<file path="src/rtl/mka_pkg.sv">
// Shared types, codes and constants for the menu key auto-repeat block.
`default_nettype none
package mka_pkg;

  localparam int BUTTON_W = 16;
  localparam int STICK_W  = 8;
  localparam int TIME_W   = 32;
  localparam int ACTION_W = 4;
  localparam int LEVEL_W  = 5;
  localparam int CFG_IDX_W  = 2;
  localparam int CFG_DATA_W = 32;

  // Button bit positions
  localparam int BTN_SELECT = 0;
  localparam int BTN_START  = 3;
  localparam int BTN_UP     = 4;
  localparam int BTN_RIGHT  = 5;
  localparam int BTN_DOWN   = 6;
  localparam int BTN_LEFT   = 7;
  localparam int BTN_LTRIG  = 8;
  localparam int BTN_RTRIG  = 9;
  localparam int BTN_CIRCLE = 13;
  localparam int BTN_CROSS  = 14;
  localparam int BTN_SQUARE = 15;

  // Menu action codes
  localparam logic [ACTION_W-1:0] ACT_NONE      = 4'd0;
  localparam logic [ACTION_W-1:0] ACT_LEFT      = 4'd1;
  localparam logic [ACTION_W-1:0] ACT_RIGHT     = 4'd2;
  localparam logic [ACTION_W-1:0] ACT_UP        = 4'd3;
  localparam logic [ACTION_W-1:0] ACT_DOWN      = 4'd4;
  localparam logic [ACTION_W-1:0] ACT_SELECT    = 4'd5;
  localparam logic [ACTION_W-1:0] ACT_EXIT      = 4'd6;
  localparam logic [ACTION_W-1:0] ACT_BACK      = 4'd7;
  localparam logic [ACTION_W-1:0] ACT_RTRIG     = 4'd8;
  localparam logic [ACTION_W-1:0] ACT_LTRIG     = 4'd9;
  localparam logic [ACTION_W-1:0] ACT_SELECTKEY = 4'd10;

  // Configuration register indexes
  localparam logic [CFG_IDX_W-1:0] CFG_LEVEL    = 2'd0;
  localparam logic [CFG_IDX_W-1:0] CFG_INITIAL  = 2'd1;
  localparam logic [CFG_IDX_W-1:0] CFG_INTERVAL = 2'd2;

  // Stick threshold arithmetic
  localparam logic [STICK_W-1:0] STICK_BASE = 8'd92;
  localparam logic [STICK_W:0]   STICK_SPAN = 9'd256;
  localparam logic [LEVEL_W-1:0] LEVEL_MAX  = 5'd23;

  localparam logic [LEVEL_W-1:0] RST_LEVEL    = 5'd4;
  localparam logic [TIME_W-1:0]  RST_INITIAL  = 32'd200000;
  localparam logic [TIME_W-1:0]  RST_INTERVAL = 32'd50000;

  typedef enum logic [2:0] {
    PH_IDLE    = 3'b001,
    PH_INITIAL = 3'b010,
    PH_REPEAT  = 3'b100
  } phase_t;

  typedef struct packed {
    logic [LEVEL_W-1:0] level;
    logic [TIME_W-1:0]  initial_us;
    logic [TIME_W-1:0]  interval_us;
  } cfg_t;

endpackage
`default_nettype wire

</file>
<file path="src/rtl/mka_in_if.sv">
// Input sample channel interface.
`default_nettype none
interface mka_in_if;
  logic                          valid;
  logic                          ready;
  logic [mka_pkg::BUTTON_W-1:0]  button_bits;
  logic                          hold_switch;
  logic [mka_pkg::STICK_W-1:0]   stick_x;
  logic [mka_pkg::STICK_W-1:0]   stick_y;
  logic [mka_pkg::TIME_W-1:0]    now_us;

  modport source (output valid, button_bits, hold_switch, stick_x, stick_y, now_us,
                  input ready);
  modport sink (input valid, button_bits, hold_switch, stick_x, stick_y, now_us,
                output ready);
endinterface
`default_nettype wire

</file>
<file path="src/rtl/mka_out_if.sv">
// Result channel interface.
`default_nettype none
interface mka_out_if;
  logic                          valid;
  logic                          ready;
  logic [mka_pkg::ACTION_W-1:0]  action;

  modport source (output valid, action, input ready);
  modport sink (input valid, action, output ready);
endinterface
`default_nettype wire

</file>
<file path="src/rtl/mka_cfg_if.sv">
// Configuration write channel interface.
`default_nettype none
interface mka_cfg_if;
  logic                            valid;
  logic                            ready;
  logic [mka_pkg::CFG_IDX_W-1:0]   index;
  logic [mka_pkg::CFG_DATA_W-1:0]  data;

  modport source (output valid, index, data, input ready);
  modport sink (input valid, index, data, output ready);
endinterface
`default_nettype wire

</file>
<file path="src/rtl/mka_cfg_regs.sv">
// Configuration registers: stick level and repeat timing.
`default_nettype none
module mka_cfg_regs (
  input  wire logic    clk,
  input  wire logic    rst_n,
  mka_cfg_if.sink      cfg_ch,
  output mka_pkg::cfg_t cfg_o
);

  mka_pkg::cfg_t cfg_r, cfg_nxt;
  logic          wr_en;

  assign cfg_ch.ready = 1'b1;
  assign wr_en        = cfg_ch.valid;

  always_comb begin
    cfg_nxt = cfg_r;
    if (wr_en) begin
      unique case (cfg_ch.index)
        mka_pkg::CFG_LEVEL:    cfg_nxt.level       = cfg_ch.data[mka_pkg::LEVEL_W-1:0];
        mka_pkg::CFG_INITIAL:  cfg_nxt.initial_us  = cfg_ch.data;
        mka_pkg::CFG_INTERVAL: cfg_nxt.interval_us = cfg_ch.data;
        default:               cfg_nxt = cfg_r;
      endcase
    end
  end

  always_ff @(posedge clk) begin
    if (!rst_n) begin
      cfg_r.level       <= mka_pkg::RST_LEVEL;
      cfg_r.initial_us  <= mka_pkg::RST_INITIAL;
      cfg_r.interval_us <= mka_pkg::RST_INTERVAL;
    end else begin
      cfg_r <= cfg_nxt;
    end
  end

  assign cfg_o = cfg_r;

endmodule
`default_nettype wire

</file>
<file path="src/rtl/mka_stick_map.sv">
// Stick to direction mapping of the button word.
`default_nettype none
module mka_stick_map (
  input  wire logic [mka_pkg::LEVEL_W-1:0]  level_i,
  input  wire logic [mka_pkg::BUTTON_W-1:0] buttons_i,
  input  wire logic                         hold_i,
  input  wire logic [mka_pkg::STICK_W-1:0]  sx_i,
  input  wire logic [mka_pkg::STICK_W-1:0]  sy_i,
  output logic      [mka_pkg::BUTTON_W-1:0] buttons_o
);

  logic [mka_pkg::LEVEL_W-1:0] level_sat;
  logic [mka_pkg::STICK_W-1:0] lo;
  logic [mka_pkg::STICK_W:0]   hi;
  logic [mka_pkg::STICK_W:0]   sx_w, sy_w;

  assign level_sat = (level_i > mka_pkg::LEVEL_MAX) ? mka_pkg::LEVEL_MAX : level_i;
  assign lo   = mka_pkg::STICK_BASE - {1'b0, level_sat, 2'b00};
  assign hi   = mka_pkg::STICK_SPAN - {1'b0, lo};
  assign sx_w = {1'b0, sx_i};
  assign sy_w = {1'b0, sy_i};

  // Later checks override earlier ones: left, right, up, down
  always_comb begin
    buttons_o = buttons_i;
    if (!hold_i) begin
      if (sx_i < lo) buttons_o = mka_pkg::BUTTON_W'(1) << mka_pkg::BTN_LEFT;
      if (sx_w > hi) buttons_o = mka_pkg::BUTTON_W'(1) << mka_pkg::BTN_RIGHT;
      if (sy_i < lo) buttons_o = mka_pkg::BUTTON_W'(1) << mka_pkg::BTN_UP;
      if (sy_w > hi) buttons_o = mka_pkg::BUTTON_W'(1) << mka_pkg::BTN_DOWN;
    end
  end

endmodule
`default_nettype wire

</file>
<file path="src/rtl/mka_repeat_core.sv">
// Edge detection, action encoding and auto-repeat state.
`default_nettype none
module mka_repeat_core (
  input  wire logic                         clk,
  input  wire logic                         rst_n,
  input  wire logic                         en_i,
  input  wire mka_pkg::cfg_t                cfg_i,
  input  wire logic [mka_pkg::BUTTON_W-1:0] buttons_i,
  input  wire logic [mka_pkg::TIME_W-1:0]   now_i,
  output logic      [mka_pkg::ACTION_W-1:0] action_o
);

  logic [mka_pkg::BUTTON_W-1:0] prev_r, prev_nxt;
  logic [mka_pkg::BUTTON_W-1:0] mask_r, mask_nxt;
  logic [mka_pkg::ACTION_W-1:0] ract_r, ract_nxt;
  logic [mka_pkg::TIME_W-1:0]   stamp_r, stamp_nxt;
  mka_pkg::phase_t              phase_r, phase_nxt;

  logic [mka_pkg::BUTTON_W-1:0] edges;
  logic [mka_pkg::ACTION_W-1:0] edge_act;
  logic [mka_pkg::TIME_W-1:0]   dt;
  logic                         held;

  assign edges = (prev_r ^ buttons_i) & buttons_i;
  assign held  = |(buttons_i & mask_r);
  assign dt    = now_i - stamp_r;

  // Last matching code wins
  always_comb begin
    edge_act = mka_pkg::ACT_NONE;
    if (edges[mka_pkg::BTN_LEFT])   edge_act = mka_pkg::ACT_LEFT;
    if (edges[mka_pkg::BTN_RIGHT])  edge_act = mka_pkg::ACT_RIGHT;
    if (edges[mka_pkg::BTN_UP])     edge_act = mka_pkg::ACT_UP;
    if (edges[mka_pkg::BTN_DOWN])   edge_act = mka_pkg::ACT_DOWN;
    if (edges[mka_pkg::BTN_START])  edge_act = mka_pkg::ACT_SELECT;
    if (edges[mka_pkg::BTN_CIRCLE]) edge_act = mka_pkg::ACT_SELECT;
    if (edges[mka_pkg::BTN_CROSS])  edge_act = mka_pkg::ACT_EXIT;
    if (edges[mka_pkg::BTN_SQUARE]) edge_act = mka_pkg::ACT_BACK;
    if (edges[mka_pkg::BTN_RTRIG])  edge_act = mka_pkg::ACT_RTRIG;
    if (edges[mka_pkg::BTN_LTRIG])  edge_act = mka_pkg::ACT_LTRIG;
    if (edges[mka_pkg::BTN_SELECT]) edge_act = mka_pkg::ACT_SELECTKEY;
  end

  always_comb begin
    prev_nxt  = buttons_i;
    mask_nxt  = mask_r;
    ract_nxt  = ract_r;
    stamp_nxt = stamp_r;
    phase_nxt = phase_r;
    action_o  = edge_act;
    if (edge_act != mka_pkg::ACT_NONE) begin
      // arm the repeat for the new action
      stamp_nxt = now_i;
      phase_nxt = mka_pkg::PH_INITIAL;
      mask_nxt  = edges;
      ract_nxt  = edge_act;
    end else if (held) begin
      unique case (phase_r)
        mka_pkg::PH_INITIAL: begin
          if (dt > cfg_i.initial_us) begin
            action_o  = ract_r;
            stamp_nxt = now_i;
            phase_nxt = mka_pkg::PH_REPEAT;
          end
        end
        mka_pkg::PH_REPEAT: begin
          if (dt > cfg_i.interval_us) begin
            action_o  = ract_r;
            stamp_nxt = now_i;
          end
        end
        default: phase_nxt = phase_r;
      endcase
    end
  end

  always_ff @(posedge clk) begin
    if (!rst_n) begin
      prev_r  <= '0;
      mask_r  <= '0;
      ract_r  <= mka_pkg::ACT_NONE;
      stamp_r <= '0;
      phase_r <= mka_pkg::PH_IDLE;
    end else if (en_i) begin
      prev_r  <= prev_nxt;
      mask_r  <= mask_nxt;
      ract_r  <= ract_nxt;
      stamp_r <= stamp_nxt;
      phase_r <= phase_nxt;
    end
  end

endmodule
`default_nettype wire

</file>
<file path="src/rtl/menu_key_autorepeat.sv">
// Menu key auto-repeat: turns controller poll samples into menu actions.
//
// in_ch carries one poll sample per transaction: button word, hold switch,
// stick X/Y and a microsecond timestamp. out_ch returns exactly one action
// code per sample, in order (0 means no action). cfg_ch writes the stick
// sensitivity level and the initial and interval repeat times; it is always
// ready and should be used only while no sample is in flight.
//
// A sample is registered on acceptance, then evaluated in one pass against
// the repeat state; its action is loaded into the result register once
// that register is free or being taken. One sample per cycle is sustained
// while out_ch is ready; the single evaluation stage sets that rate.
//
// Reset clears the edge history and the repeat state and loads the default
// configuration. When out_ch stalls, the result holds in the output
// register and one more sample waits in the input register; in_ch.ready
// then drops until the result is taken.
`default_nettype none
module menu_key_autorepeat (
  input  wire logic clk,
  input  wire logic rst_n,
  mka_in_if.sink    in_ch,
  mka_out_if.source out_ch,
  mka_cfg_if.sink   cfg_ch
);

  mka_pkg::cfg_t                cfg;
  logic                         s_valid_r, s_valid_nxt;
  logic [mka_pkg::BUTTON_W-1:0] s_buttons_r;
  logic                         s_hold_r;
  logic [mka_pkg::STICK_W-1:0]  s_sx_r, s_sy_r;
  logic [mka_pkg::TIME_W-1:0]   s_now_r;
  logic                         o_valid_r, o_valid_nxt;
  logic [mka_pkg::ACTION_W-1:0] o_action_r;
  logic [mka_pkg::BUTTON_W-1:0] mapped;
  logic [mka_pkg::ACTION_W-1:0] action;
  logic                         adv;
  logic                         in_acc;

  mka_cfg_regs u_cfg (
    .clk    (clk),
    .rst_n  (rst_n),
    .cfg_ch (cfg_ch),
    .cfg_o  (cfg)
  );

  // Advance the staged sample when the result register is free
  assign adv         = s_valid_r && (!o_valid_r || out_ch.ready);
  assign in_ch.ready = !s_valid_r || adv;
  assign in_acc      = in_ch.valid && in_ch.ready;

  always_comb begin
    s_valid_nxt = s_valid_r;
    if (in_acc)   s_valid_nxt = 1'b1;
    else if (adv) s_valid_nxt = 1'b0;
    o_valid_nxt = o_valid_r;
    if (adv)               o_valid_nxt = 1'b1;
    else if (out_ch.ready) o_valid_nxt = 1'b0;
  end

  always_ff @(posedge clk) begin
    if (!rst_n) begin
      s_valid_r <= 1'b0;
      o_valid_r <= 1'b0;
    end else begin
      s_valid_r <= s_valid_nxt;
      o_valid_r <= o_valid_nxt;
    end
  end

  always_ff @(posedge clk) begin
    if (in_acc) begin
      s_buttons_r <= in_ch.button_bits;
      s_hold_r    <= in_ch.hold_switch;
      s_sx_r      <= in_ch.stick_x;
      s_sy_r      <= in_ch.stick_y;
      s_now_r     <= in_ch.now_us;
    end
    if (adv) begin
      o_action_r <= action;
    end
  end

  mka_stick_map u_map (
    .level_i   (cfg.level),
    .buttons_i (s_buttons_r),
    .hold_i    (s_hold_r),
    .sx_i      (s_sx_r),
    .sy_i      (s_sy_r),
    .buttons_o (mapped)
  );

  mka_repeat_core u_core (
    .clk       (clk),
    .rst_n     (rst_n),
    .en_i      (adv),
    .cfg_i     (cfg),
    .buttons_i (mapped),
    .now_i     (s_now_r),
    .action_o  (action)
  );

  assign out_ch.valid  = o_valid_r;
  assign out_ch.action = o_action_r;

endmodule
`default_nettype wire
</file>
<file path="src/flat_wrapper.sv">
// flat-port wrapper written by rule: the top's interface ports become plain ports
module menu_key_autorepeat_flat 
  (clk, rst_n, in_ch_valid, in_ch_button_bits, in_ch_hold_switch, in_ch_stick_x, in_ch_stick_y, in_ch_now_us, in_ch_ready, out_ch_valid, out_ch_action, out_ch_ready, cfg_ch_valid, cfg_ch_index, cfg_ch_data, cfg_ch_ready);
  mka_in_if in_ch_i ();
  mka_out_if out_ch_i ();
  mka_cfg_if cfg_ch_i ();
  input  wire logic clk;
  input  wire logic rst_n;
  input wire logic [$bits(in_ch_i.valid)-1:0] in_ch_valid;
  input wire logic [$bits(in_ch_i.button_bits)-1:0] in_ch_button_bits;
  input wire logic [$bits(in_ch_i.hold_switch)-1:0] in_ch_hold_switch;
  input wire logic [$bits(in_ch_i.stick_x)-1:0] in_ch_stick_x;
  input wire logic [$bits(in_ch_i.stick_y)-1:0] in_ch_stick_y;
  input wire logic [$bits(in_ch_i.now_us)-1:0] in_ch_now_us;
  output wire logic [$bits(in_ch_i.ready)-1:0] in_ch_ready;
  output wire logic [$bits(out_ch_i.valid)-1:0] out_ch_valid;
  output wire logic [$bits(out_ch_i.action)-1:0] out_ch_action;
  input wire logic [$bits(out_ch_i.ready)-1:0] out_ch_ready;
  input wire logic [$bits(cfg_ch_i.valid)-1:0] cfg_ch_valid;
  input wire logic [$bits(cfg_ch_i.index)-1:0] cfg_ch_index;
  input wire logic [$bits(cfg_ch_i.data)-1:0] cfg_ch_data;
  output wire logic [$bits(cfg_ch_i.ready)-1:0] cfg_ch_ready;
  assign in_ch_i.valid = in_ch_valid;
  assign in_ch_i.button_bits = in_ch_button_bits;
  assign in_ch_i.hold_switch = in_ch_hold_switch;
  assign in_ch_i.stick_x = in_ch_stick_x;
  assign in_ch_i.stick_y = in_ch_stick_y;
  assign in_ch_i.now_us = in_ch_now_us;
  assign in_ch_ready = in_ch_i.ready;
  assign out_ch_valid = out_ch_i.valid;
  assign out_ch_action = out_ch_i.action;
  assign out_ch_i.ready = out_ch_ready;
  assign cfg_ch_i.valid = cfg_ch_valid;
  assign cfg_ch_i.index = cfg_ch_index;
  assign cfg_ch_i.data = cfg_ch_data;
  assign cfg_ch_ready = cfg_ch_i.ready;
  menu_key_autorepeat u_core (.clk(clk), .rst_n(rst_n), .in_ch(in_ch_i), .out_ch(out_ch_i), .cfg_ch(cfg_ch_i));
endmodule
</file>
<file path="config.mk">
export PLATFORM = sky130hd
export DESIGN_NAME = menu_key_autorepeat_flat
export DESIGN_NICKNAME = d
export VERILOG_FILES = /design/src/rtl/mka_pkg.sv /design/src/rtl/mka_in_if.sv /design/src/rtl/mka_out_if.sv /design/src/rtl/mka_cfg_if.sv /design/src/rtl/mka_cfg_regs.sv /design/src/rtl/mka_stick_map.sv /design/src/rtl/mka_repeat_core.sv /design/src/rtl/menu_key_autorepeat.sv /design/src/flat_wrapper.sv
export SDC_FILE = /design/constraint.sdc
export NUM_CORES = 1
export LEC_CHECK = 0
export ABC_AREA = 1
export BUFFER_PORTS_ARGS = -buffer_cell sky130_fd_sc_hd__buf_2
export CAP_MARGIN = 10
export CORE_MARGIN = 1.5
export CORE_UTILIZATION = 60
export DETAILED_ROUTE_END_ITERATION = 8
export PLACE_DENSITY = 0.88
export SLEW_MARGIN = 20
export SYNTH_ARGS = -nofsm -noshare
export SYNTH_HDL_FRONTEND = slang
export SYNTH_HIERARCHICAL = 1
export SYNTH_SLANG_ARGS = --single-unit
</file>
<file path="constraint.sdc">
create_clock -name clk -period 4.4 [get_ports clk]
set_clock_uncertainty 0.15 [all_clocks]
set_input_delay 0.88 -clock clk [delete_from_list [all_inputs] [get_ports clk]]
set_output_delay 0.88 -clock clk [all_outputs]
set_load 0.02 [all_outputs]
</file>
; Word-level counts from Yosys, hierarchy flattened
; Index checks and enable logic that the tools add are counted.
[totals]
in_bits = 104
output_inout_bits = 7
ff_bits = 211
elab_cells = 91
[classes]
eq_ne = 6
order_cmp = 7
bitwise = 3
reduce_logical = 21
n_mux = 35
add_sub_neg = 3
[op_table]
columns = operator, count
row1 = 32-bit two-way mux, 4
row2 = 16-bit two-way mux, 5
row3 = 32-bit greater-than comparator, 2
row4 = 32-bit case mux with 2 select lines, 1
row5 = 4-bit two-way mux, 14
row6 = 16-bit AND, 2
row7 = 32-bit subtractor, 1
row8 = 8-bit by 9-bit greater-than comparator with 1-bit output, 2
row9 = 8-bit < comparator, 2
row10 = 16-bit OR reduction, 1
row11 = 16-bit XOR, 1
row12 = 3-bit two-way mux, 4
row13 = 2-bit nonzero test, 5
row14 = "9-bit by 8-bit subtractor with 9-bit output, first input constant", 1
row15 = 4-bit case mux with 2 select lines, 1
row16 = 2-bit AND reduction, 4
row17 = "7-bit by 7-bit subtractor with 8-bit output, first input constant", 1
row18 = "3-bit != test, second input constant", 2
row19 = "5-bit greater-than comparator, second input constant", 1
row20 = 1-bit two-way mux, 5
row21 = 5-bit two-way mux, 1
row22 = 5-bit AND reduction, 1
row23 = 4-bit AND reduction, 1
row24 = 4-bit nonzero test, 1
row25 = other kinds (9), 12

; Logic depth before layout (Yosys ltp)
; Gate-level depths: netlist (run 1).
[logic_depth]
ltp_word = 26
depth_mapped = 34
mapped_depth_nobuf = 32

; Modules after synthesis
; The synthesis (run 1) kept the hierarchy.
[modules_own_cells]
columns = mod, area_each_um2, instances, seq_area_each_um2, cells_per_inst
row1 = mka_repeat_core, 6739.0, 1, 1421.4, 1025
row2 = mka_cfg_regs, 2802.7, 1, 1381.3, 421
row3 = menu_key_autorepeat, 2167.1, 1, 2112.0, 82
row4 = mka_stick_map, 1260.0, 1, 0.0, 236

; Worst setup path before layout (run 1)
; No wires, ideal clock.
[synth_path]
path_kind = register to register
start = reg u_core.u_cfg.cfg_r (netlist bit u_core/u_cfg/cfg_o[67])
end = reg u_core/u_core/stamp_r[31] in the netlist's numbering
required_time_ps = 4135
path_slack_ps = 801
setup_time_ps = 115
arrival_time_ps = 3334
path_buffers = 3
synth_period_minus_slack_ps = 3599
path_stages_with_launch = 29
path_cell_list = dfxtp_1 -> inv_1 -> nor2_1 -> inv_1 -> ha_1 -> inv_2 -> nand2_1 -> nand3_1 -> nor2_1 -> a211oi_1 -> buf_2 -> a21boi_0 -> nand3_1 -> nor2_1 -> nand2_1 -> nand2_1 -> inv_1 -> or2_1 -> nand2_1 -> nor2_2 -> inv_2 -> nor2_4 -> nand4_4 -> nand2_4 -> buf_6 -> buf_6 -> nand3_2 -> nand2_1 -> nor2_1
[synth_via]
elab_cells_between_ends = 35
classes_between = 2 x add/sub / 5 x order compare / 2 x eq/ne / 18 x mux / 3 x bitwise / 5 x reduce/logical
[synth_rtl]
columns = element, line_no
row1 = start: declaration, mka_cfg_regs.sv:10  ; mka_pkg::cfg_t cfg_r, cfg_nxt;
row2 = start signal: assignment, mka_cfg_regs.sv:34  ; cfg_r <= cfg_nxt;
row3 = 5-bit greater-than comparator, mka_stick_map.sv:17  ; assign level_sat = (level_i > mka_pkg::LEVEL_MAX) ? mka_pkg::LEVEL_MAX : level_i;
row4 = 5-bit two-way mux (*), mka_stick_map.sv:17
row5 = 7-bit by 7-bit subtractor with 8-bit output (*), mka_stick_map.sv:18  ; assign lo = mka_pkg::STICK_BASE - {1'b0, level_sat, 2'b00};
row6 = 9-bit by 8-bit subtractor with 9-bit output / 8-bit < comparator (equally long branches), "mka_stick_map.sv:19, mka_stick_map.sv:27"
row7 = 8-bit by 9-bit greater-than comparator with 1-bit output / 16-bit two-way mux (equally long branches), "mka_stick_map.sv:28, mka_stick_map.sv:27"
row8 = 16-bit two-way mux, mka_stick_map.sv:28  ; if (sx_w > hi) buttons_o = mka_pkg::BUTTON_W'(1) << mka_pkg::BTN_RIGHT;
row9 = 16-bit two-way mux, mka_stick_map.sv:29  ; if (sy_i < lo) buttons_o = mka_pkg::BUTTON_W'(1) << mka_pkg::BTN_UP;
row10 = 16-bit two-way mux (*), mka_stick_map.sv:30  ; if (sy_w > hi) buttons_o = mka_pkg::BUTTON_W'(1) << mka_pkg::BTN_DOWN;
row11 = [... 1 more ...], --
row12 = named net u_core.mapped (one bit), menu_key_autorepeat.sv:35  ; logic [mka_pkg::BUTTON_W-1:0] mapped;
row13 = [... 4 more ...], --
row14 = 4-bit two-way mux, mka_repeat_core.sv:37  ; if (edges[mka_pkg::BTN_CROSS]) edge_act = mka_pkg::ACT_EXIT;
row15 = 4-bit two-way mux, mka_repeat_core.sv:38  ; if (edges[mka_pkg::BTN_SQUARE]) edge_act = mka_pkg::ACT_BACK;
row16 = 4-bit two-way mux, mka_repeat_core.sv:39  ; if (edges[mka_pkg::BTN_RTRIG]) edge_act = mka_pkg::ACT_RTRIG;
row17 = 4-bit two-way mux, mka_repeat_core.sv:40  ; if (edges[mka_pkg::BTN_LTRIG]) edge_act = mka_pkg::ACT_LTRIG;
row18 = 4-bit two-way mux, mka_repeat_core.sv:41  ; if (edges[mka_pkg::BTN_SELECT]) edge_act = mka_pkg::ACT_SELECTKEY;
row19 = 4-bit nonzero test, mka_repeat_core.sv:51  ; if (edge_act != mka_pkg::ACT_NONE) begin
row20 = "3-bit != test (no line), or another cell as far along", --
row21 = 5-bit AND reduction (no line), --
row22 = end signal: assignment, mka_repeat_core.sv:88  ; stamp_r <= stamp_nxt;
row23 = end: declaration, mka_repeat_core.sv:16  ; logic [mka_pkg::TIME_W-1:0] stamp_r, stamp_nxt;
; The timed path passes the listed nets; every way through them passes the cells marked *.
; A chain may end at the register's enable or synchronous reset.

; Worst setup path after layout (run 1)
[layout_path]
start = reg u_core/s_now_r[2] in the netlist's numbering
end = reg u_core/u_core/stamp_r[19] in the netlist's numbering
[layout_via]
elab_chain_len = 4
elab_cells_between_ends = 6
classes_between = 1 x add/sub / 2 x order compare / 2 x eq/ne / 1 x reduce/logical
[layout_lines]
columns = element, line_no
row1 = start: declaration, menu_key_autorepeat.sv:32  ; logic [mka_pkg::TIME_W-1:0] s_now_r;
row2 = start signal: assignment, menu_key_autorepeat.sv:77  ; s_now_r <= in_ch.now_us;
row3 = 32-bit subtractor (*), mka_repeat_core.sv:26  ; assign dt = now_i - stamp_r;
row4 = "32-bit greater-than comparator, on equally long branches", "mka_repeat_core.sv:67, mka_repeat_core.sv:60"
row5 = 3-bit != test (no line), --
row6 = 5-bit AND reduction (no line) (*), --
; Mark *: on every way between the ends. The rest lies on a longest branch, timed or not.

==> results of run 1 <==
-- synthesized netlist by cell type (6+ instances only) --
cell type                    n
sky130_fd_sc_hd__buf_6      15
sky130_fd_sc_hd__o21ai_1     8
sky130_fd_sc_hd__nand3_1    87
sky130_fd_sc_hd__nand2_1   428
sky130_fd_sc_hd__a31oi_1     6
sky130_fd_sc_hd__buf_2      20
sky130_fd_sc_hd__inv_2      12
sky130_fd_sc_hd__a21oi_1   147
sky130_fd_sc_hd__edfxtp_1   69
sky130_fd_sc_hd__nand2_2     9
sky130_fd_sc_hd__nand4_1    17
sky130_fd_sc_hd__buf_4       7
sky130_fd_sc_hd__nor2_2     10
sky130_fd_sc_hd__nor3_1      6
sky130_fd_sc_hd__ha_1      111
sky130_fd_sc_hd__inv_1     253
sky130_fd_sc_hd__a21o_1      6
sky130_fd_sc_hd__dfxtp_1   142
sky130_fd_sc_hd__xnor2_1    10
sky130_fd_sc_hd__nor2_1    236
sky130_fd_sc_hd__xor2_1     21
sky130_fd_sc_hd__a21boi_0   10
sky130_fd_sc_hd__nand3_2    16
sky130_fd_sc_hd__o21ai_0    51
sky130_fd_sc_hd__clkbuf_1   16
-- placed cells by master (no fill, tap or decap), types with 5 or more instances in the layout --
| master | count |
|---|---|
| sky130_fd_sc_hd__inv_2 | 12 |
| sky130_fd_sc_hd__nand4_1 | 17 |
| sky130_fd_sc_hd__buf_2 | 109 |
| sky130_fd_sc_hd__nand2_1 | 426 |
| sky130_fd_sc_hd__nand3_1 | 87 |
| sky130_fd_sc_hd__a21boi_0 | 9 |
| sky130_fd_sc_hd__nor2_2 | 11 |
| sky130_fd_sc_hd__nand2_2 | 12 |
| sky130_fd_sc_hd__dfxtp_1 | 141 |
| sky130_fd_sc_hd__a21oi_2 | 5 |
| sky130_fd_sc_hd__clkbuf_1 | 7 |
| sky130_fd_sc_hd__clkbuf_16 | 25 |
| sky130_fd_sc_hd__nor2_1 | 235 |
| sky130_fd_sc_hd__edfxtp_1 | 69 |
| sky130_fd_sc_hd__xor2_1 | 20 |
| sky130_fd_sc_hd__nor3_1 | 6 |
| sky130_fd_sc_hd__a31oi_1 | 6 |
| sky130_fd_sc_hd__a21oi_1 | 145 |
| sky130_fd_sc_hd__buf_4 | 17 |
| sky130_fd_sc_hd__inv_1 | 253 |
| sky130_fd_sc_hd__xnor2_1 | 10 |
| sky130_fd_sc_hd__o21ai_1 | 9 |
| sky130_fd_sc_hd__a21o_1 | 6 |
| sky130_fd_sc_hd__o21ai_0 | 48 |
| sky130_fd_sc_hd__ha_1 | 108 |
| sky130_fd_sc_hd__nand3_2 | 16 |
-- per-layer routing --
metal	part of all wire, %	GRT usage (%)
met2	50	48.8
met3	4.6	3.23
met4	4.3	12.2
met1	41	30.4
met5	0	0
-- worst max path at each step --
stage,slack (ps),to,from,cells past startpoint
after floorplan,800,u_core/u_core/stamp_r[31],u_core/u_cfg/cfg_o[67],28
after global placement,250,u_core/u_core/stamp_r[17],u_core/u_cfg/cfg_o[67],24
after detailed placement,130,u_core/u_core/stamp_r[19],u_core/s_now_r[6],26
after CTS,60,u_core/u_core/stamp_r[16],u_core/s_now_r[8],22
after global routing,-20,u_core/u_core/stamp_r[5],u_core/s_now_r[7],28
final,210,u_core/u_core/stamp_r[19],u_core/s_now_r[2],23
-- per-stage QoR --
stage / hold slack [ps] / std cells
3_3_place_gp: 291 / 2102
6_report: 307 / 2154
4_1_cts: 306 / 2144
5_1_grt: 327 / 2154
2_1_floorplan: 275 / 1764
3_5_place_dp: 295 / 2102
-- power by group --
part | internal (uW) | switching, uW
clock network | 1060 | 789
logic | 570 | 955
registers | 2140 | 64.4
-- repair_timing --
action                     in CTS  in global routing
setup endpoints to repair       0                 58
resized for setup               0                 34
hold endpoints to repair        0                  0
setup buffers                   0                  7
-- worst min-delay path, cell delays in order, from the launching register on --
cell	delay [ps]
sky130_fd_sc_hd__dfxtp_1	300
sky130_fd_sc_hd__inv_1	60
sky130_fd_sc_hd__a21oi_1	50
-- kinds of logic after synthesis --
family,after synthesis
and+or+nand+nor,828
other,1
DFF,211
buffers and inverters,324
AOI/OAI and AO/OA,257
xor gates and xnor gates,31
adders and majority gates,112
-- final cells by class --
cell class / count / area (sq um) / area share (%)
Timing Repair Buffer: 131 / 786 / 5.40
Clock inverter: 8 / 47.5 / 0.327
Sequential cell: 211 / 4920 / 33.8
Tap cell: 275 / 344 / 2.37
Inverter: 265 / 1000 / 6.87
Multi-Input combinational cell: 1230 / 6790 / 46.6
Clock buffer: 34 / 668 / 4.59
-- registers in the layout (all words and copies together) (netlist names) --
signal and count:
u_core/s_buttons_r 16, u_core/u_core/stamp_r 32, u_core/u_cfg/cfg_o 69, u_core/out_ch.valid 1
u_core/s_hold_r 1, u_core/s_sy_r 8, u_core/out_ch.action 4, u_core/u_core/phase_r 3
u_core/u_core/ract_r 4, u_core/u_core/mask_r 16, u_core/u_core/prev_r 16, u_core/s_valid_r 1
u_core/s_now_r 32, u_core/s_sx_r 8
==> impl_metrics.xml, run 1 <==
<?xml version="1.0" encoding="UTF-8"?>
<metrics>
  <group name="run_status">
    <metric name="run_status" unit="">finished, final reports clean</metric>
  </group>
  <group name="worst_setup_path">
    <metric name="r2r_start" unit="">u_core/s_now_r[2]</metric>
    <metric name="crit_path_top_delay_cell" unit="">sky130_fd_sc_hd__edfxtp_1</metric>
    <metric name="crit-reg2reg-capture" unit="">u_core/u_core/stamp_r[19]</metric>
    <metric name="worst_setup_path_start_kind" unit="">flop</metric>
    <metric name="worst-endpoint-required" unit="ps">4660</metric>
    <metric name="reg2regPathDepth" unit="">23</metric>
    <metric name="timing.critical_path.arrival" unit="ps">4440</metric>
    <metric name="worst-path-buf-inv" unit="">1</metric>
    <metric name="path_class" unit="">flop to flop</metric>
    <metric name="worst_setup_path_end_kind" unit="">flop</metric>
    <metric name="timing.critical_path.cells" unit="">ha_1 &gt; nand3_1 &gt; nand2_1 &gt; nand2_1 &gt; a21oi_2 &gt; nand3_1 &gt; nand2_1 &gt; a21boi_1 &gt; o21ai_1 &gt; xor2_1 &gt; ha_1 &gt; a21oi_1 &gt; o21a_1 &gt; nand2_1 &gt; a21oi_1 &gt; nand2_1 &gt; nand2_1 &gt; nand2_1 &gt; nand3_4 &gt; buf_16 &gt; nand3_1 &gt; nand2_1 &gt; nor2_1</metric>
    <metric name="rrSetupSlack" unit="ps">210</metric>
    <metric name="critical_path_peak_fanout" unit="">32</metric>
    <metric name="cpLargestDelayFamily" unit="">simple AND/OR/NAND/NOR gates</metric>
    <metric name="path_common_cell" unit="">sky130_fd_sc_hd__nand2_1</metric>
    <metric name="timing.critical_path.slowest_cell_delay" unit="ps">390</metric>
  </group>
  <group name="layout">
    <metric name="layout.cell_area.non_filler" unit="sq um">14500</metric>
    <metric name="filler_cell_count" unit="">1690</metric>
    <metric name="drive_gt1_share" unit="%">13.4</metric>
    <metric name="finalNetCount" unit="">2078</metric>
    <metric name="insertedDiodeCount" unit="">0</metric>
    <metric name="flow.area_growth_from_synthesis" unit="%">12.2</metric>
    <metric name="finish.utilization" unit="%">69.0</metric>
  </group>
  <group name="floorplanning">
    <metric name="die_w" unit="um">150</metric>
    <metric name="fp.coreArea" unit="sq um">21100</metric>
    <metric name="die_h" unit="um">150</metric>
    <metric name="fp-row-count" unit="">53</metric>
    <metric name="i_o_pin_cnt" unit="">111</metric>
    <metric name="initial_utilization" unit="%">61.5</metric>
    <metric name="die_area" unit="sq um">22500</metric>
  </group>
  <group name="worst_hold_path">
    <metric name="worstHoldPathCells" unit="">2</metric>
    <metric name="holdCritStartpoint" unit="">u_core/u_core/mask_r[7]</metric>
    <metric name="hold_path.class" unit="">flop to flop</metric>
    <metric name="min_to" unit="">u_core/u_core/mask_r[7]</metric>
  </group>
  <group name="timing">
    <metric name="finalCritPeriodShare" unit="%">95.1</metric>
    <metric name="totalNegativeSetupSlack" unit="ps">0</metric>
    <metric name="timing.final.max_slew_violations" unit="">0</metric>
    <metric name="maxClockFrequency" unit="MHz">239</metric>
    <metric name="relSlewSlack" unit="%">52.3</metric>
    <metric name="setup_slack" unit="ps">214</metric>
    <metric name="timing.final.crit_period" unit="ps">4190</metric>
    <metric name="worst_slew_pin_slew" unit="ps">716</metric>
    <metric name="timing.final.setup_violations" unit="">0</metric>
    <metric name="hold_violation_total_from_the_final_report" unit="">0</metric>
  </group>
  <group name="yosys">
    <metric name="netlist.area_leader.share" unit="%">21.9</metric>
    <metric name="synth_cells" unit="">1764</metric>
    <metric name="synth_largest_area_cell" unit="">sky130_fd_sc_hd__dfxtp_1</metric>
    <metric name="synth_simple_gate_area_share" unit="%">27.4</metric>
    <metric name="synthesis.yosys.warnings" unit="">6</metric>
    <metric name="synth-compound-area-share" unit="%">11.1</metric>
    <metric name="syn_nets" unit="">1980</metric>
    <metric name="largest_family_of_logic_cells_by_synthesized_area" unit="">simple AND/OR/NAND/NOR gates</metric>
    <metric name="post_synth_num_cell_types" unit="">48</metric>
    <metric name="post_synth_mux_area_share" unit="%">0</metric>
    <metric name="ys_ff_latch" unit="">211</metric>
    <metric name="post_synth_xor_area_fraction" unit="%">2.09</metric>
    <metric name="synth.cell_area" unit="sq um">13000</metric>
    <metric name="ys_async_sr_fraction" unit="%">0</metric>
    <metric name="synth_seq_area_share" unit="%">37.9</metric>
    <metric name="synth.avg_cell_area" unit="sq um">7.35</metric>
    <metric name="synth-adder-area-share" unit="%">10.9</metric>
    <metric name="synth_flop_cell" unit="">sky130_fd_sc_hd__dfxtp_1</metric>
    <metric name="synth.area.top_cells" unit="">sky130_fd_sc_hd__dfxtp_1 (22%), sky130_fd_sc_hd__edfxtp_1 (16%), sky130_fd_sc_hd__nand2_1 (12%)</metric>
    <metric name="number_of_synthesized_flops_with_an_enable_pin" unit="">69</metric>
  </group>
  <group name="power">
    <metric name="p_leak" unit="uW">0.00716</metric>
    <metric name="cellPowerDensity" unit="nW/um^2">383</metric>
    <metric name="vdd_ir_drop_max" unit="mV">0.346</metric>
    <metric name="power.total" unit="uW">5580</metric>
  </group>
  <group name="global_routing">
    <metric name="grt_first_pass_wirelength" unit="um">48700</metric>
    <metric name="grt_pass1_vias" unit="">10900</metric>
    <metric name="number_of_antenna_violations_at_the_first_check_in_global_routing" unit="">0</metric>
    <metric name="grt_remaining_overflow" unit="">0</metric>
    <metric name="track_usage" unit="%">26.5</metric>
    <metric name="grt_max_degree" unit="">70</metric>
  </group>
  <group name="cts">
    <metric name="tritoncts_buffers" unit="">23</metric>
    <metric name="clockBufferDepth" unit="">3</metric>
    <metric name="cts-hold-fix-buffers" unit="">0</metric>
    <metric name="cts.root.buffer_cell" unit="">sky130_fd_sc_hd__clkbuf_16</metric>
    <metric name="clkSinkCount" unit="">211</metric>
    <metric name="cts.reportedPaths.clkPinSlew" unit="ps">60</metric>
    <metric name="clock_tree.htree_level_count" unit="">1</metric>
    <metric name="clkLatencyLatePin" unit="ps">530</metric>
    <metric name="clock_tree_from_tritoncts" unit="">built</metric>
  </group>
  <group name="place">
    <metric name="place_ws" unit="ps">133</metric>
    <metric name="io_buffer_count" unit="">109</metric>
    <metric name="postPlaceCellArea" unit="sq um">13600</metric>
    <metric name="globalplace.congestion" unit="">0.926</metric>
    <metric name="dp_hpwl" unit="um">22400</metric>
  </group>
  <group name="flow_run">
    <metric name="cap_violations" unit="">0</metric>
  </group>
  <group name="routing">
    <metric name="detailroute.via_count" unit="">11500</metric>
    <metric name="drt-pass1-iter-count" unit="">5</metric>
    <metric name="routed_wire_length_per_instance" unit="um">14.4</metric>
    <metric name="via_per_inst" unit="">5.35</metric>
    <metric name="route.antenna.remaining_nets" unit="">0</metric>
    <metric name="drt-initial-drc-count" unit="">654</metric>
    <metric name="route.final.wire_length" unit="um">31100</metric>
    <metric name="remaining_drc_errors" unit="">0</metric>
  </group>
</metrics>
Note: power is estimated with default switching activity, not from simulation.
==> inputs of run 2 (changes only) <==
--- a/config.mk
+++ b/config.mk
@@ -5,7 +5,6 @@
 export SDC_FILE = /design/constraint.sdc
 export NUM_CORES = 1
 export LEC_CHECK = 0
-export ABC_AREA = 1
 export BUFFER_PORTS_ARGS = -buffer_cell sky130_fd_sc_hd__buf_2
 export CAP_MARGIN = 10
 export CORE_MARGIN = 1.5
==> run 2 against run 1 <==
Compared with the run above:
- sequential share of layout area shrank 1.7 points
- synthesized cell count shrank 27%
- sequential cell count is the same
- register-to-register slack got worse by 1100 ps
- the flow now finishes with violations (negative setup slack)
- sequential power hardly changed
- global-route usage up 3.3 points
- critical path depth unchanged
- non-clock buffer count increased by 138
- worst hold slack got worse by 0.74 ps
- clock-buffer cell count down 5
- synthesized area down 6.2%
- largest cell class unchanged
==> impl_metrics.xml, run 2 <==
<?xml version="1.0" encoding="UTF-8"?>
<metrics>
  <group name="floorplanning">
    <metric name="die_area" unit="sq um">21100</metric>
    <metric name="fp.coreArea" unit="sq um">19700</metric>
    <metric name="die_w" unit="um">145</metric>
    <metric name="initial_utilization" unit="%">61.9</metric>
    <metric name="fp-row-count" unit="">51</metric>
    <metric name="i_o_pin_cnt" unit="">111</metric>
    <metric name="die_h" unit="um">145</metric>
  </group>
  <group name="worst_setup_path">
    <metric name="worst-endpoint-required" unit="ps">4650</metric>
    <metric name="timing.critical_path.arrival" unit="ps">5510</metric>
    <metric name="worst_setup_path_end_kind" unit="">flop</metric>
    <metric name="worst_setup_path_start_kind" unit="">flop</metric>
    <metric name="r2r_start" unit="">u_core/u_cfg/cfg_o[67]</metric>
    <metric name="reg2regPathDepth" unit="">23</metric>
    <metric name="crit_path_start" unit="">u_core/u_cfg/cfg_o[67]</metric>
    <metric name="path_class" unit="">flop to flop</metric>
    <metric name="crit-reg2reg-capture" unit="">u_core/u_core/stamp_r[8]</metric>
    <metric name="worst_setup_path_endpoint" unit="">u_core/u_core/stamp_r[8]</metric>
    <metric name="rrSetupSlack" unit="ps">-860</metric>
    <metric name="critical_path_peak_fanout" unit="">6</metric>
  </group>
  <group name="layout">
    <metric name="layout.cell_area.non_filler" unit="sq um">15300</metric>
    <metric name="flow.area_growth_from_synthesis" unit="%">26.0</metric>
    <metric name="insertedDiodeCount" unit="">0</metric>
    <metric name="layout_commonest_cell" unit="">sky130_fd_sc_hd__buf_4</metric>
    <metric name="finalNetCount" unit="">1742</metric>
    <metric name="layout_common_cells" unit="">sky130_fd_sc_hd__buf_4 (148), sky130_fd_sc_hd__nand2_1 (144), sky130_fd_sc_hd__dfxtp_1 (140)</metric>
    <metric name="drive_gt1_share" unit="%">26.8</metric>
    <metric name="largest_register_ffs" unit="">69</metric>
  </group>
  <group name="yosys">
    <metric name="post_synth_most_frequent_cells" unit="">sky130_fd_sc_hd__nand2_1 (145), sky130_fd_sc_hd__dfxtp_1 (142), sky130_fd_sc_hd__inv_1 (121)</metric>
    <metric name="synth.area.top_cells" unit="">sky130_fd_sc_hd__dfxtp_1 (23%), sky130_fd_sc_hd__edfxtp_1 (17%), sky130_fd_sc_hd__ha_1 (11%)</metric>
    <metric name="yosysMostFrequentCell" unit="">sky130_fd_sc_hd__nand2_1</metric>
    <metric name="ys_async_sr_fraction" unit="%">0</metric>
    <metric name="netlist.area_leader.share" unit="%">23.4</metric>
    <metric name="synth.avg_cell_area" unit="sq um">9.49</metric>
    <metric name="post_synth_num_cell_types" unit="">98</metric>
    <metric name="synth_seq_area_share" unit="%">40.4</metric>
    <metric name="synth_largest_area_cell" unit="">sky130_fd_sc_hd__dfxtp_1</metric>
    <metric name="ys_ff_latch" unit="">211</metric>
    <metric name="number_of_synthesized_flops_with_an_enable_pin" unit="">69</metric>
    <metric name="syn_nets" unit="">1498</metric>
    <metric name="synth.cell_area" unit="sq um">12200</metric>
    <metric name="synth_cells" unit="">1282</metric>
    <metric name="synthesis.yosys.warnings" unit="">6</metric>
    <metric name="synth_flop_cell" unit="">sky130_fd_sc_hd__dfxtp_1</metric>
  </group>
  <group name="routing">
    <metric name="route.antenna.remaining_nets" unit="">0</metric>
    <metric name="routed_wire_length_per_instance" unit="um">19.8</metric>
    <metric name="via_per_inst" unit="">6.05</metric>
    <metric name="drt-pass1-iter-count" unit="">6</metric>
    <metric name="detailroute.via_count" unit="">10900</metric>
    <metric name="remaining_drc_errors" unit="">0</metric>
    <metric name="drt-initial-drc-count" unit="">1078</metric>
    <metric name="route.final.wire_length" unit="um">35700</metric>
  </group>
  <group name="global_routing">
    <metric name="grt_max_degree" unit="">104</metric>
    <metric name="grt_first_pass_wirelength" unit="um">52000</metric>
    <metric name="grt_pass1_vias" unit="">10600</metric>
    <metric name="grt_remaining_overflow" unit="">0</metric>
    <metric name="number_of_antenna_violations_at_the_first_check_in_global_routing" unit="">0</metric>
    <metric name="track_usage" unit="%">29.8</metric>
  </group>
  <group name="power">
    <metric name="power_frac_comb" unit="%">24.7</metric>
    <metric name="p_leak" unit="uW">0.00664</metric>
    <metric name="power.total" unit="uW">5710</metric>
    <metric name="p_clk_share" unit="%">37.2</metric>
    <metric name="cellPowerDensity" unit="nW/um^2">372</metric>
    <metric name="power.share.sequential" unit="%">38.2</metric>
    <metric name="vdd_ir_drop_max" unit="mV">0.297</metric>
    <metric name="power_switching" unit="uW">1680</metric>
    <metric name="internal_power" unit="uW">4020</metric>
    <metric name="p_sw_share" unit="%">29.5</metric>
  </group>
  <group name="timing">
    <metric name="worst_slew_pin_slew" unit="ps">1050</metric>
    <metric name="maxClockFrequency" unit="MHz">190</metric>
    <metric name="relSlewSlack" unit="%">29.8</metric>
    <metric name="finalCritPeriodShare" unit="%">120</metric>
    <metric name="setup_slack" unit="ps">-864</metric>
    <metric name="timing.final.setup_violations" unit="">59</metric>
    <metric name="timing.final.max_slew_violations" unit="">0</metric>
    <metric name="grt_setup_unrepaired" unit="">true</metric>
    <metric name="fin_worst_hold_slack" unit="ps">306</metric>
    <metric name="timing.final.crit_period" unit="ps">5260</metric>
    <metric name="hold_violation_total_from_the_final_report" unit="">0</metric>
  </group>
  <group name="cts">
    <metric name="tritoncts_buffers" unit="">23</metric>
    <metric name="cts.reportedPaths.clkPinSlew" unit="ps">70</metric>
    <metric name="clock_tree_from_tritoncts" unit="">built</metric>
    <metric name="clkSinkCount" unit="">211</metric>
    <metric name="clockBufferDepth" unit="">3</metric>
    <metric name="cts.root.buffer_cell" unit="">sky130_fd_sc_hd__clkbuf_16</metric>
    <metric name="clkLatencyLatePin" unit="ps">550</metric>
    <metric name="clock_tree.htree_level_count" unit="">1</metric>
  </group>
  <group name="worst_hold_path">
    <metric name="hold_path.class" unit="">flop to flop</metric>
  </group>
  <group name="flow_run">
    <metric name="cap_violations" unit="">0</metric>
  </group>
  <group name="place">
    <metric name="globalplace.congestion" unit="">0.921</metric>
    <metric name="postPlaceCellArea" unit="sq um">13900</metric>
    <metric name="dp_hpwl" unit="um">21500</metric>
    <metric name="io_buffer_count" unit="">109</metric>
  </group>
  <group name="run_status">
    <metric name="run_status" unit="">finished with violations</metric>
    <metric name="failed_checks" unit="">negative setup slack</metric>
  </group>
</metrics>
-- run 2: timing repair --
| action | CTS | global route |
|---|---|---|
| resized for setup | 56 | 32 |
| setup endpoints to repair | 59 | 59 |
| hold buffers | 0 | 0 |
| gates cloned | 1 | 3 |
| setup buffers | 14 | 9 |
| pin swaps | 22 | 16 |
-- run 2: kinds of logic (layout without fill, tap and decap cells) --
kind of cell | after synthesis | after routing | synth area share [%]
XOR/XNOR | 33 | 33 | 2.38
AO/OA/AOI/OAI | 249 | 249 | 14.1
AND/OR/NAND/NOR | 391 | 391 | 16.0
other | 1 | 1 | 0.0308
multiplexers | 111 | 111 | 9.13
flip-flops | 211 | 211 | 40.4
buffers and inverters | 174 | 435 | 6.35
adder cells (fa/ha/maj) | 112 | 112 | 11.6
-- run 2: final cells by class --
cell class | count | area [sq um]
multi-input cells | 897 | 6880
clock inverters | 13 | 166
well taps | 265 | 332
inverters | 124 | 469
fillers | 1174 | 4320
flip-flops and latches | 211 | 4920
clock buffers | 29 | 672
repair buffers | 269 | 1890
-- run 2: worst max-delay path, stage by stage (launching register included) --
cell,delay [ps]
sky130_fd_sc_hd__dfxtp_4,370
sky130_fd_sc_hd__a21oi_4,170
sky130_fd_sc_hd__inv_1,60
sky130_fd_sc_hd__ha_1,270
sky130_fd_sc_hd__inv_1,50
sky130_fd_sc_hd__ha_1,290
sky130_fd_sc_hd__nor2b_1,140
sky130_fd_sc_hd__o21a_1,170
sky130_fd_sc_hd__o22a_2,220
sky130_fd_sc_hd__a21oi_4,230
sky130_fd_sc_hd__o41a_1,240
sky130_fd_sc_hd__buf_4,130
sky130_fd_sc_hd__nand2_1,50
sky130_fd_sc_hd__o41ai_1,490
sky130_fd_sc_hd__buf_4,210
sky130_fd_sc_hd__nor2b_1,290
sky130_fd_sc_hd__nor4_2,110
sky130_fd_sc_hd__nand3_1,280
sky130_fd_sc_hd__clkinv_2,170
sky130_fd_sc_hd__a31oi_4,310
sky130_fd_sc_hd__buf_4,180
sky130_fd_sc_hd__clkbuf_16,160
sky130_fd_sc_hd__mux2i_1,290
sky130_fd_sc_hd__nor2_1,90
-- run 2: per-stage QoR --
| stage | cells | util (%) | setup TNS (ps) | setup WS, ps |
|---|---|---|---|---|
| detailed placement | 1742 | 70.6 | -22710 | -554 |
| global placement | 1742 | 70.5 | -14950 | -373 |
| floorplan | 1282 | - | 0 | 7.39 |
| finish | 1808 | 78.0 | -34450 | -864 |
| global route | 1808 | 78.0 | -41390 | -982 |
| CTS | 1796 | 76.5 | -13260 | -349 |
-- run 2: power groups by stage --
stage / clock network [uW] / registers (uW) / logic (uW)
3_5_place_dp: 0 / 2210 / 1210
3_3_place_gp: 0 / 2200 / 1160
2_1_floorplan: 0 / 2200 / 777
6_report: 2120 / 2180 / 1410
5_1_grt: 2210 / 2180 / 1510
4_1_cts: 2140 / 2170 / 1290
-- run 2: how the worst min path moves through the flow --
stage,from,end,slack [ps],cells past startpoint
global placement,u_core/u_cfg/cfg_o[41],u_core/u_cfg/cfg_o[41],290,2
CTS,u_core/u_cfg/cfg_o[45],u_core/u_cfg/cfg_o[45],310,2
detailed placement,u_core/u_cfg/cfg_o[45],u_core/u_cfg/cfg_o[45],300,2
global route,u_core/u_cfg/cfg_o[52],u_core/u_cfg/cfg_o[52],330,2
finish,u_core/u_cfg/cfg_o[30],u_core/u_cfg/cfg_o[30],310,2
floorplan,u_core/u_cfg/cfg_o[10],u_core/u_cfg/cfg_o[10],280,2
-- run 2: routing by layer --
metal | wire length [um] | GRT usage (%) | part of all wire [%] | vias to the layer above
met3 | 2520 | 4.70 | 7.1 | 204
met1 | 13800 | 35.4 | 39 | 5114
met2 | 17300 | 52.4 | 48 | 629
li1 | - | - | - | 4998
met5 | 0 | 0 | 0 | -
met4 | 2110 | 15.1 | 5.9 | 0
==> inputs of run 3 (changes only) <==
--- a/config.mk
+++ b/config.mk
@@ -7,8 +7,10 @@
 export LEC_CHECK = 0
 export BUFFER_PORTS_ARGS = -buffer_cell sky130_fd_sc_hd__buf_2
 export CAP_MARGIN = 10
+export CELL_PAD_IN_SITES_DETAIL_PLACEMENT = 1
+export CELL_PAD_IN_SITES_GLOBAL_PLACEMENT = 2
 export CORE_MARGIN = 1.5
-export CORE_UTILIZATION = 60
+export CORE_UTILIZATION = 38
 export DETAILED_ROUTE_END_ITERATION = 8
 export PLACE_DENSITY = 0.88
 export SLEW_MARGIN = 20
==> run 3 against run 2 <==
Compared with the run above:
- the flow still finishes with violations (negative setup slack)
- cell count is 10% higher
- worst hold slack better by 3.7 ps
- largest power group unchanged
- total power hardly changed
- register-to-register slack better by 380 ps
- sequential power hardly changed
- clock-buffer cell count is 10 higher
- sequential cell count stayed put
- wire length is 3.6% higher
- combinational power is 7% higher
- critical path type unchanged
==> impl_metrics.xml, run 3 (synthesis results as in run 2) <==
<?xml version="1.0" encoding="UTF-8"?>
<metrics>
  <group name="timing">
    <metric name="timing.final.max_slew_violations" unit="">0</metric>
    <metric name="grt_setup_unrepaired" unit="">true</metric>
    <metric name="worst_slew_pin_slew" unit="ps">1030</metric>
    <metric name="hold_violation_total_from_the_final_report" unit="">0</metric>
    <metric name="timing.final.setup_violations" unit="">57</metric>
    <metric name="fin_worst_hold_slack" unit="ps">310</metric>
    <metric name="finalCritPeriodShare" unit="%">111</metric>
    <metric name="maxClockFrequency" unit="MHz">205</metric>
    <metric name="setup_slack" unit="ps">-485</metric>
    <metric name="totalNegativeSetupSlack" unit="ps">-16370</metric>
    <metric name="timing.final.crit_period" unit="ps">4880</metric>
    <metric name="relSlewSlack" unit="%">31.5</metric>
  </group>
  <group name="worst_setup_path">
    <metric name="cpLargestDelayFamily" unit="">compound AO/OA/AOI/OAI gates</metric>
    <metric name="critical_path_peak_fanout" unit="">5</metric>
    <metric name="worst_setup_path_start_kind" unit="">flop</metric>
    <metric name="crit_path_top_delay_cell" unit="">sky130_fd_sc_hd__or4_4</metric>
    <metric name="timing.critical_path.slowest_cell_delay" unit="ps">580</metric>
    <metric name="worst_setup_path_end_kind" unit="">flop</metric>
    <metric name="path_class" unit="">flop to flop</metric>
    <metric name="path_common_cell" unit="">sky130_fd_sc_hd__a21oi_2</metric>
    <metric name="worst-path-buf-inv" unit="">5</metric>
    <metric name="timing.critical_path.cells" unit="">inv_1 &gt; ha_2 &gt; inv_2 &gt; fa_2 &gt; a211oi_2 &gt; o21ai_1 &gt; o2111ai_2 &gt; a21oi_2 &gt; o21ai_2 &gt; a21oi_2 &gt; a311oi_2 &gt; xnor2_1 &gt; ha_1 &gt; nand3_2 &gt; or4_4 &gt; a211oi_4 &gt; o31ai_4 &gt; a31oi_4 &gt; buf_6 &gt; buf_12 &gt; buf_16 &gt; mux2i_1 &gt; nor2_1</metric>
    <metric name="timing.critical_path.arrival" unit="ps">5130</metric>
    <metric name="worst-endpoint-required" unit="ps">4650</metric>
  </group>
  <group name="global_routing">
    <metric name="grt_max_degree" unit="">66</metric>
    <metric name="grt_pass1_vias" unit="">11300</metric>
    <metric name="track_usage" unit="%">21.7</metric>
    <metric name="number_of_antenna_violations_at_the_first_check_in_global_routing" unit="">0</metric>
    <metric name="grt_first_pass_wirelength" unit="um">57900</metric>
    <metric name="grt_remaining_overflow" unit="">0</metric>
  </group>
  <group name="power">
    <metric name="p_sw_share" unit="%">30.1</metric>
    <metric name="power_frac_comb" unit="%">26.4</metric>
    <metric name="power.share.sequential" unit="%">38.2</metric>
    <metric name="cellPowerDensity" unit="nW/um^2">351</metric>
    <metric name="p_clk_share" unit="%">35.4</metric>
    <metric name="power.total" unit="uW">5700</metric>
    <metric name="vdd_ir_drop_max" unit="mV">0.307</metric>
    <metric name="p_leak" unit="uW">0.00692</metric>
    <metric name="power_switching" unit="uW">1720</metric>
    <metric name="internal_power" unit="uW">3980</metric>
  </group>
  <group name="floorplanning">
    <metric name="die_h" unit="um">182</metric>
    <metric name="die_w" unit="um">182</metric>
    <metric name="fp-row-count" unit="">65</metric>
    <metric name="fp.coreArea" unit="sq um">31600</metric>
    <metric name="die_area" unit="sq um">33100</metric>
    <metric name="initial_utilization" unit="%">38.6</metric>
    <metric name="i_o_pin_cnt" unit="">111</metric>
  </group>
  <group name="cts">
    <metric name="clockBufferDepth" unit="">3</metric>
    <metric name="clkSinkCount" unit="">211</metric>
    <metric name="tritoncts_buffers" unit="">26</metric>
    <metric name="clock_tree.htree_level_count" unit="">1</metric>
    <metric name="clkLatencyLatePin" unit="ps">570</metric>
    <metric name="cts.reportedPaths.clkPinSlew" unit="ps">60</metric>
    <metric name="cts-hold-fix-buffers" unit="">0</metric>
    <metric name="clock_tree_from_tritoncts" unit="">built</metric>
    <metric name="cts.root.buffer_cell" unit="">sky130_fd_sc_hd__clkbuf_16</metric>
  </group>
  <group name="routing">
    <metric name="via_per_inst" unit="">5.22</metric>
    <metric name="route.final.wire_length" unit="um">37000</metric>
    <metric name="route.antenna.remaining_nets" unit="">0</metric>
    <metric name="detailroute.via_count" unit="">10400</metric>
    <metric name="remaining_drc_errors" unit="">0</metric>
    <metric name="drt-initial-drc-count" unit="">345</metric>
    <metric name="routed_wire_length_per_instance" unit="um">18.6</metric>
    <metric name="drt-pass1-iter-count" unit="">4</metric>
  </group>
  <group name="run_status">
    <metric name="failed_checks" unit="">negative setup slack</metric>
    <metric name="run_status" unit="">finished with violations</metric>
  </group>
  <group name="layout">
    <metric name="finalNetCount" unit="">1782</metric>
    <metric name="layout_common_cells" unit="">sky130_fd_sc_hd__buf_4 (175), sky130_fd_sc_hd__dfxtp_1 (140), sky130_fd_sc_hd__nand2_1 (130)</metric>
    <metric name="flow.area_growth_from_synthesis" unit="%">33.4</metric>
    <metric name="drive_gt1_share" unit="%">32.5</metric>
    <metric name="layout_commonest_cell" unit="">sky130_fd_sc_hd__buf_4</metric>
    <metric name="largest_register_ffs" unit="">69</metric>
    <metric name="insertedDiodeCount" unit="">0</metric>
    <metric name="finish.utilization" unit="%">51.4</metric>
    <metric name="filler_cell_count" unit="">3581</metric>
  </group>
  <group name="place">
    <metric name="io_buffer_count" unit="">109</metric>
    <metric name="globalplace.congestion" unit="">0.876</metric>
    <metric name="dp_hpwl" unit="um">25400</metric>
  </group>
  <group name="flow_run">
    <metric name="cap_violations" unit="">0</metric>
  </group>
  <group name="worst_hold_path">
    <metric name="hold_path.class" unit="">flop to flop</metric>
  </group>
</metrics>
## run 3: cell types whose count changed in the layout (fill, tap and decap cells not counted), moves of 6 or more
cell                       change
sky130_fd_sc_hd__a21oi_1      -11
sky130_fd_sc_hd__a21oi_2      +11
sky130_fd_sc_hd__buf_4        +27
sky130_fd_sc_hd__buf_6         +7
sky130_fd_sc_hd__clkbuf_1      +8
sky130_fd_sc_hd__nand2_1      -14
sky130_fd_sc_hd__nand2_2       +9
sky130_fd_sc_hd__nor2b_1       -6
sky130_fd_sc_hd__nor2b_4       +8
## run 3: layout make-up
type | count | area, sq um | area share, %
timing repair buffer | 306 | 2250 | 13.9
inverter | 124 | 469 | 2.89
clock buffer | 39 | 729 | 4.49
sequential | 211 | 4920 | 30.3
tap | 402 | 503 | 3.10
clock inverter | 9 | 73.8 | 0.455
multi-input combinational | 897 | 7280 | 44.9
## run 3: worst paths after layout
| check | startpoint | slack [ps] | cells past startpoint | end |
|---|---|---|---|---|
| worst min-delay path | u_core/u_cfg/cfg_o[5] | 310 | 2 | u_core/u_cfg/cfg_o[5] |
| worst max register to register | u_core/s_now_r[0] | -480 | 23 | u_core/u_core/stamp_r[14] |
| worst min register to register | u_core/u_cfg/cfg_o[5] | 310 | 2 | u_core/u_cfg/cfg_o[5] |
| worst max-delay path | u_core/s_now_r[0] | -480 | 23 | u_core/u_core/stamp_r[14] |
## run 3: repair_timing
action                                  CTS  global route
hold endpoints to repair                  0             0
pin swaps                                23            40
setup buffers                            25            12
gates cloned                              5             1
endpoints found under the setup margin   59            59
resized for setup                        96            95
## run 3: power groups by stage
stage          registers [uW]  logic [uW]  clock network (uW)
2_1_floorplan            2200         777                   0
3_3_place_gp             2210        1220                   0
3_5_place_dp             2210        1270                   0
4_1_cts                  2170        1420                2070
5_1_grt                  2190        1660                2150
6_report                 2180        1510                2020
## run 3: per-layer routing
| metal | track usage (%) | part of all wire (%) | vias up |
|---|---|---|---|
| met5 | 0 | 0 | - |
| met4 | 6.55 | 3.3 | 0 |
| met3 | 3.39 | 3.1 | 75 |
| met2 | 40.9 | 52 | 169 |
| met1 | 25.0 | 41 | 5068 |
| li1 | - | - | 5074 |
## run 3: per-stage QoR
stage | setup WS, ps | instances | instance area, sq um
2_1_floorplan | 7.39 | 1282 | 12200
3_3_place_gp | -485 | 1901 | 14200
3_5_place_dp | -643 | 1901 | 14200
4_1_cts | -368 | 1976 | 15700
5_1_grt | -770 | 1988 | 16200
6_report | -485 | 1988 | 16200
## run 3: worst register-to-register path: stages (launching register included)
cell                        delay, ps
sky130_fd_sc_hd__edfxtp_1         390
sky130_fd_sc_hd__inv_1             80
sky130_fd_sc_hd__ha_2             200
sky130_fd_sc_hd__inv_2             40
sky130_fd_sc_hd__fa_2             350
sky130_fd_sc_hd__a211oi_2         240
sky130_fd_sc_hd__o21ai_1          120
sky130_fd_sc_hd__o2111ai_2        160
sky130_fd_sc_hd__a21oi_2          120
sky130_fd_sc_hd__o21ai_2          200
sky130_fd_sc_hd__a21oi_2          100
sky130_fd_sc_hd__a311oi_2         250
sky130_fd_sc_hd__xnor2_1          120
sky130_fd_sc_hd__ha_1             330
sky130_fd_sc_hd__nand3_2           90
sky130_fd_sc_hd__or4_4            580
sky130_fd_sc_hd__a211oi_4         250
sky130_fd_sc_hd__o31ai_4          100
sky130_fd_sc_hd__a31oi_4          200
sky130_fd_sc_hd__buf_6            150
sky130_fd_sc_hd__buf_12           120
sky130_fd_sc_hd__buf_16           130
sky130_fd_sc_hd__mux2i_1          200
sky130_fd_sc_hd__nor2_1            60
